**config.mk**
```make
export PLATFORM = sky130hd
export DESIGN_NAME = dphr_mulmod
export DESIGN_NICKNAME = d
export VERILOG_FILES = /design/src/rtl/core/dphr_pkg.sv /design/src/rtl/core/dphr_mulmod.sv
export SDC_FILE = /design/constraint.sdc
export NUM_CORES = 1
export LEC_CHECK = 0
export BUFFER_PORTS_ARGS = -buffer_cell sky130_fd_sc_hd__buf_2
export CORE_ASPECT_RATIO = 0.75
export CORE_UTILIZATION = 36
export DETAILED_ROUTE_END_ITERATION = 8
export PLACE_DENSITY = 0.53
export SYNTH_ARGS = -nofsm -noshare
export SYNTH_HDL_FRONTEND = slang
export SYNTH_SLANG_ARGS = --single-unit
```
**constraint.sdc**
```tcl
create_clock -name clk_i -period 15.6 [get_ports clk_i]
set_input_delay 1.56 -clock clk_i [delete_from_list [all_inputs] [get_ports clk_i]]
set_output_delay 1.56 -clock clk_i [all_outputs]
set_load 0.02 [all_outputs]
```
**src/rtl/core/dphr_pkg.sv**
```systemverilog
package dphr_pkg;

  localparam int unsigned MaxLen = 4096;
  localparam int unsigned IdxW   = $clog2(MaxLen);
  localparam int unsigned LenW   = $clog2(MaxLen + 1);
  localparam int unsigned HashW  = 30;
  localparam int unsigned CntW   = $clog2(HashW);
  localparam int unsigned CfgIdxW = 2;

  localparam logic [HashW-1:0] HashP        = HashW'(1000000007);
  localparam logic [HashW-1:0] BaseOneReset = HashW'(31);
  localparam logic [HashW-1:0] BaseTwoReset = HashW'(37);
  localparam logic [7:0]       DigitOffset  = 8'd96;

  localparam logic [CfgIdxW-1:0] CfgBaseOne = CfgIdxW'(0);
  localparam logic [CfgIdxW-1:0] CfgBaseTwo = CfgIdxW'(1);

  typedef enum logic {
    OpAppend = 1'b0,
    OpQuery  = 1'b1
  } op_e;

  typedef enum logic [2:0] {
    StIdle,
    StRdIssue,
    StRdFirst,
    StRdLow,
    StMulGo,
    StMulWait,
    StFinish
  } state_e;

  typedef struct packed {
    logic             start;
    logic [HashW-1:0] a;
    logic [HashW-1:0] b;
  } mm_req_t;

  typedef struct packed {
    logic             busy;
    logic             done;
    logic [HashW-1:0] result;
  } mm_rsp_t;

  // Both operands must already be below the modulus.
  function automatic logic [HashW-1:0] mod_add(logic [HashW-1:0] a, logic [HashW-1:0] b);
    logic [HashW:0] s;
    s = {1'b0, a} + {1'b0, b};
    if (s >= {1'b0, HashP}) begin
      s = s - {1'b0, HashP};
    end
    return s[HashW-1:0];
  endfunction

  function automatic logic [HashW-1:0] mod_sub(logic [HashW-1:0] a, logic [HashW-1:0] b);
    logic [HashW:0] s;
    if (a >= b) begin
      s = {1'b0, a} - {1'b0, b};
    end else begin
      s = {1'b0, a} + {1'b0, HashP} - {1'b0, b};
    end
    return s[HashW-1:0];
  endfunction

  // A value of the register width is below twice the modulus.
  function automatic logic [HashW-1:0] mod_reduce(logic [HashW-1:0] a);
    return (a >= HashP) ? (a - HashP) : a;
  endfunction

endpackage

```
**src/rtl/core/dphr_mulmod.sv**
```systemverilog
module dphr_mulmod
  import dphr_pkg::*;
(
  input  logic    clk_i,
  input  logic    rst_ni,
  input  mm_req_t req_i,
  output mm_rsp_t rsp_o
);

  logic             busy_q, busy_d;
  logic             done_q, done_d;
  logic [CntW-1:0]  cnt_q, cnt_d;
  logic [HashW-1:0] acc_q, acc_d;
  logic [HashW-1:0] a_q, a_d;
  logic [HashW-1:0] b_q, b_d;
  logic [HashW:0]   dbl;
  logic [HashW:0]   dbl_red;
  logic [HashW:0]   sum;
  logic [HashW:0]   sum_red;

  always_comb begin
    busy_d = busy_q;
    done_d = 1'b0;
    cnt_d  = cnt_q;
    acc_d  = acc_q;
    a_d    = a_q;
    b_d    = b_q;

    dbl     = {acc_q, 1'b0};
    dbl_red = (dbl >= {1'b0, HashP}) ? (dbl - {1'b0, HashP}) : dbl;
    sum     = dbl_red + (b_q[HashW-1] ? {1'b0, a_q} : '0);
    sum_red = (sum >= {1'b0, HashP}) ? (sum - {1'b0, HashP}) : sum;

    if (busy_q) begin
      acc_d = sum_red[HashW-1:0];
      b_d   = {b_q[HashW-2:0], 1'b0};
      cnt_d = cnt_q - 1'b1;
      if (cnt_q == '0) begin
        busy_d = 1'b0;
        done_d = 1'b1;
      end
    end else if (req_i.start) begin
      busy_d = 1'b1;
      acc_d  = '0;
      a_d    = req_i.a;
      b_d    = req_i.b;
      cnt_d  = CntW'(HashW - 1);
    end
  end

  always_ff @(posedge clk_i or negedge rst_ni) begin
    if (!rst_ni) begin
      busy_q <= 1'b0;
      done_q <= 1'b0;
      cnt_q  <= '0;
    end else begin
      busy_q <= busy_d;
      done_q <= done_d;
      cnt_q  <= cnt_d;
    end
  end

  always_ff @(posedge clk_i) begin
    acc_q <= acc_d;
    a_q   <= a_d;
    b_q   <= b_d;
  end

  assign rsp_o.busy   = busy_q;
  assign rsp_o.done   = done_q;
  assign rsp_o.result = acc_q;

`ifndef SYNTHESIS
  a_acc_below_p: assert property (@(posedge clk_i) disable iff (!rst_ni)
    busy_q |-> acc_q < HashP)
    else $error("accumulator left the residue range");
  a_done_ends_busy: assert property (@(posedge clk_i) disable iff (!rst_ni)
    done_q |-> !busy_q && $past(busy_q))
    else $error("done without a finished multiply");
  a_start_takes: assert property (@(posedge clk_i) disable iff (!rst_ni)
    req_i.start && !busy_q |=> busy_q)
    else $error("start not taken");
`endif

endmodule

```
After elaboration in Yosys (flattened, before gate mapping)
Cells that the tools add are included.

word-level totals
  register bits after elaboration = 97
  input port bits = 63
  output and inout port bits = 32
  logic and storage cells = 31

operators by class
  add/sub/neg operators = 4
  magnitude comparators = 2
  mux-type cells = 14
  bitwise gates (word level) = 1
  reductions and logical operators = 3

operators by type and width
  operator                                                                                number
  30-bit 2-to-1 mux                                                                       6
  31-bit by 30-bit greater-or-equal comparator with 1-bit output (second input constant)  2
  31-bit by 30-bit adder with 31-bit output                                               1
  31-bit 2-to-1 mux                                                                       1
  31-bit by 30-bit subtractor with 31-bit output (second input constant)                  1
  30-bit subtractor (second input constant)                                               1
  5-bit 2-to-1 mux                                                                        2
  5-bit logical NOT                                                                       1
  1-bit 2-to-1 mux                                                                        5
  5-bit by 1-bit subtractor with 5-bit output (second input constant)                     1
  2-bit AND reduction                                                                     1
  2-bit nonzero test                                                                      1
  1-bit NOT                                                                               1

Longest topological paths before layout
  word-level depth = 6
  mapped depth = 27
  depth with buffers taken out = 24

Least setup slack after synthesis
No wires, ideal clock.

  path type = register to register
  start point = reg acc_q[7]
  end point = reg acc_q[6], data pin
  library setup time = 0.256 ns
  arrival = 5.846 ns
  required time = 15.344 ns
  slack = 9.498 ns
  stages on the path, launching flop included = 26
  path buffers = 3
  clock period less this slack = 6.102 ns
  cell sequence = edfxtp_1 > nor4_1 > a21oi_1 > o21ai_1 > a211oi_1 > o211a_1 > or2_2 > a21oi_1 > clkinv_1 > clkbuf_1 > nand2_1 > xnor2_1 > ha_1 > buf_2 > a21oi_1 > o21ai_1 > a221oi_1 > mux2i_1 > o311ai_2 > nand3b_4 > a2111oi_4 > o21ai_2 > a21oi_4 > buf_4 > a31oi_1 > a41o_1

on the way
  word-level cells in the longest chain between the ends = 6
  elaborated cells on any way between the ends = 8
  classes of those cells = add/sub (3); order compare (2); mux (3)

RTL lines
  what                                                                                                                              line               RTL
  start: declaration                                                                                                                dphr_mulmod.sv:13  logic [HashW-1:0] acc_q, acc_d;
  start signal: assignment                                                                                                          dphr_mulmod.sv:64  acc_q <= acc_d;
  31-bit by 30-bit subtractor with 31-bit output or 31-bit by 30-bit greater-or-equal comparator with 1-bit output (tied branches)  dphr_mulmod.sv:30  dbl_red = (dbl >= {1'b0, HashP}) ? (dbl - {1'b0, HashP}) : dbl;
  31-bit 2-to-1 mux *                                                                                                               dphr_mulmod.sv:30
  31-bit by 30-bit adder with 31-bit output *                                                                                       dphr_mulmod.sv:31  sum = dbl_red + (b_q[HashW-1] ? {1'b0, a_q} : '0);
  31-bit by 30-bit greater-or-equal comparator with 1-bit output or 30-bit subtractor (tied branches)                               dphr_mulmod.sv:32  sum_red = (sum >= {1'b0, HashP}) ? (sum - {1'b0, HashP}) : sum;
  30-bit 2-to-1 mux *                                                                                                               dphr_mulmod.sv:32
  30-bit 2-to-1 mux *                                                                                                               dphr_mulmod.sv:34  if (busy_q) begin

Mark *: on every way between the ends. The rest lies on a longest branch, timed or not.
A chain may end at the register's enable or synchronous reset.

Final worst setup path
  start point = reg acc_q[6]
  end point = reg acc_q[6], data pin

Same word-level chain as after synthesis.

==> flow_metrics.env <==
export IMPL_max_slew_worst_pin_slew_ns=1.12
export IMPL_drt_iter0_drc=548
export IMPL_grt_setup_unrepaired="false"
export IMPL_grt_util_all_layers_pct=20.7
export IMPL_yosysSeqAreaShare_pct=39.7
export IMPL_post_synth_inst_count=738
export IMPL_fmax_ghz=0.123
export IMPL_io_pin_count=95
export IMPL_synth_area_sq_mm=0.00723
export IMPL_destination_of_the_worst_register_to_register_timing_path="acc_q[6]"
export IMPL_antenna_found_initial=1
export IMPL_synthDominantAreaCellType="sky130_fd_sc_hd__edfxtp_1"
export IMPL_ys_flop_type="sky130_fd_sc_hd__edfxtp_1"
export IMPL_status="finished with violations"
export IMPL_finalHoldViolations=0
export IMPL_die_h_um=125
export IMPL_timing_final_crit_share_pct=52.2
export IMPL_synth_largest_type_area_fraction_pct=37.0
export IMPL_timing_critical_path_fanout_max=25
export IMPL_cts_tree="done"
export IMPL_globalplace_congestion=0.894
export IMPL_global_route_wire_length_before_repair_um=33600
export IMPL_ys_warn_count=0
export IMPL_final_setup_viol_count=0
export IMPL_post_route_min_period_ns=8.14
export IMPL_mappedNetlistNets=836
export IMPL_num_antenna_cells=0
export IMPL_final_fill_count=1966
export IMPL_synth_cells_most_frequent="sky130_fd_sc_hd__edfxtp_1, sky130_fd_sc_hd__nand2_1, sky130_fd_sc_hd__a21oi_1, sky130_fd_sc_hd__nor2_1, sky130_fd_sc_hd__and2_1"
export IMPL_yosys_top_cells_area="sky130_fd_sc_hd__edfxtp_1, sky130_fd_sc_hd__ha_1, sky130_fd_sc_hd__xnor2_1"
export IMPL_synth_most_common_cell="sky130_fd_sc_hd__edfxtp_1"
export IMPL_path_class="flip-flop to flip-flop"
export IMPL_cts_resized_gates=0
export IMPL_failed_checks="DRC"
export IMPL_grt_max_degree=42
export IMPL_reg2reg_start="acc_q[6]"
export IMPL_std_cell_rows=44
export IMPL_grt_overflow=0
export IMPL_layout_nets=912
export IMPL_routed_len_inst_um=19.2
export IMPL_antenna_left=0
export IMPL_cts_setup_buffers=0
export IMPL_port_buffer_count=94
export IMPL_clk_pin_slew_ns=0.08
export IMPL_drt_total_wl_um=20500
export IMPL_cp_endpoint="acc_q[6]"
export IMPL_vias=6182
export IMPL_dp_hpwl_um=15400
export IMPL_crit_required_ns=15.72
export IMPL_async_flop_share_pct=7.22
export IMPL_number_of_global_route_vias_before_repair=6015
export IMPL_detail_route_first_pass_iterations=7
export IMPL_via_per_inst=5.77
export IMPL_cap_violations=0
export IMPL_worstSetupStartpointType="flip-flop"
export IMPL_crit_path_start="acc_q[6]"
export IMPL_synth_enable_flop_cells=89
export IMPL_timing_final_max_slew_violations=0
export IMPL_met3RoutedLength_um=1450
export IMPL_layout_drive_gt1_share_pct=18.2
export IMPL_num_cts_buffers=9
export IMPL_routedLengthMet1_um=10300
export IMPL_drc_errors=10
export IMPL_floorplan_die_area_sq_mm=0.0207
export IMPL_cts_path_max_buffers=2
export IMPL_cts_root_buffer="sky130_fd_sc_hd__clkbuf_16"
export IMPL_slew_headroom_pct=25.3
export IMPL_cts_htree_levels=3
export IMPL_timing_reg2reg_worst_path_depth=23
export IMPL_post_synth_cell_area_avg_sq_um=9.79
export IMPL_clock_skew_ns=0.0162
export IMPL_sum_neg_setup_slack_ns=0
export IMPL_cts_hold_fix_buffers=0
export IMPL_topRoutingLayerUsed="met4"
export IMPL_crit_path_end_kind="flip-flop"
export IMPL_synth_seq_cells=97
export IMPL_die_width_um=166
export IMPL_clkLatencyLatePin_ns=0.37
export IMPL_worst_endpoint_arrival_ns=8.27
export IMPL_ff2ff_setup_slack_ns=7.46
export IMPL_wl_met2_um=8500
export IMPL_core_area_sq_mm=0.0195
export IMPL_hold_class="flip-flop to flip-flop"
export IMPL_areaGrowthSynthToFinish_pct=13.6
export IMPL_cts_sinks=97
export IMPL_netlist_cell_type_count=80
export IMPL_initial_core_util_pct=37.1
sequential cells by signal, indices dropped and copies added, names as in the netlist:
| signal | cells |
|---|---|
| a_q | 30 |
| done_q | 1 |
| b_q | 30 |
| cnt_q | 5 |
| acc_q | 30 |
| busy_q | 1 |
per-layer routing:
metal | vias up | track usage [%]
met1 | 2958 | 30.5
met3 | 17 | 5.12
met5 | - | 0
met4 | 0 | 5.44
li1 | 2977 | -
met2 | 230 | 29.7
metrics by stage:
step                worst slack [ns]  util [%]  hold WS (ns)  instances  cell area (sq um)
global route                    6.77      42.1         0.530       1072               8210
global placement                7.68      40.5         0.478       1056               7890
CTS                             7.45      42.1         0.506       1072               8210
floorplan                       9.50         -         0.455        738               7230
detailed placement              7.48      40.5         0.480       1056               7890
finish                          7.46      42.1         0.504       1072               8210
critical path: stages, from the launching register on:
cell                       delay [ns]
sky130_fd_sc_hd__edfxtp_1        0.44
sky130_fd_sc_hd__nor4_1          0.47
sky130_fd_sc_hd__a21oi_1         0.23
sky130_fd_sc_hd__o21ai_1         0.31
sky130_fd_sc_hd__a211oi_1        0.15
sky130_fd_sc_hd__o211a_1         0.25
sky130_fd_sc_hd__or2_2           0.31
sky130_fd_sc_hd__a21oi_1         0.71
sky130_fd_sc_hd__clkinv_1        0.86
sky130_fd_sc_hd__nand2_1         0.35
sky130_fd_sc_hd__or3_1           0.16
sky130_fd_sc_hd__xnor2_1         0.12
sky130_fd_sc_hd__ha_1            0.32
sky130_fd_sc_hd__a21oi_1         0.30
sky130_fd_sc_hd__nand2_1         0.17
sky130_fd_sc_hd__o21ai_2         0.25
sky130_fd_sc_hd__a21oi_2         0.14
sky130_fd_sc_hd__or4_4           0.48
sky130_fd_sc_hd__a41oi_2         0.23
sky130_fd_sc_hd__xor2_1          0.16
sky130_fd_sc_hd__o31a_1          0.47
sky130_fd_sc_hd__a21oi_4         0.62
sky130_fd_sc_hd__a31oi_1         0.16
sky130_fd_sc_hd__a41o_1          0.22
cells in the final DEF, fill, tap and decap left out, drive strengths merged, types with 7 or more instances in the layout:
cell type | netlist | routed
and3 | 13 | 13
nand3 | 24 | 24
and2 | 46 | 46
clkbuf | 19 | 9
a21o | 26 | 26
and4 | 8 | 8
a21oi | 55 | 55
dfrtp | 7 | 7
ha | 34 | 34
a22o | 29 | 29
nand2b | 7 | 7
a31o | 7 | 7
or3 | 15 | 15
a211oi | 13 | 13
buf | 13 | 97
nor2 | 45 | 45
xor2 | 18 | 18
a311oi | 7 | 7
o21ai | 47 | 47
xnor2 | 34 | 34
nand2 | 59 | 59
nand4 | 13 | 13
inv | 14 | 19
edfxtp | 89 | 89
cell families (layout without fill, tap and decap cells):
group	count (synthesis)	count (layout)	synth area share, %
muxes	6	6	0.831
buffers and inverters	47	128	2.93
xor gates and xnor gates	52	52	6.30
and+or+nand+nor	259	259	19.3
adders and majority gates	35	35	6.16
AOI/OAI and AO/OA	242	242	24.8
DFF	97	97	39.7
cell type report:
type | instances | area (sq um) | share of cell area (%)
Multi-Input combinational cell | 594 | 4160 | 50.6
Sequential cell | 97 | 2870 | 34.9
Timing Repair Buffer | 97 | 493 | 6.00
Tap cell | 253 | 317 | 3.86
Clock buffer | 9 | 225 | 2.74
Clock inverter | 7 | 96.3 | 1.17
Inverter | 15 | 56.3 | 0.686
how the worst min path moves through the flow:
stage	from	endpoint	slack (ns)	depth (start not counted)
after floorplan	cnt_q[4]	done_q	0.45	1
after global placement	cnt_q[4]	done_q	0.48	1
after detailed placement	cnt_q[4]	done_q	0.48	1
after CTS	cnt_q[4]	done_q	0.51	1
after global routing	cnt_q[4]	done_q	0.53	1
final	cnt_q[4]	done_q	0.50	1
Power is not shown: default switching activity piles up to over one toggle a cycle in this logic, so the estimate is an artifact.
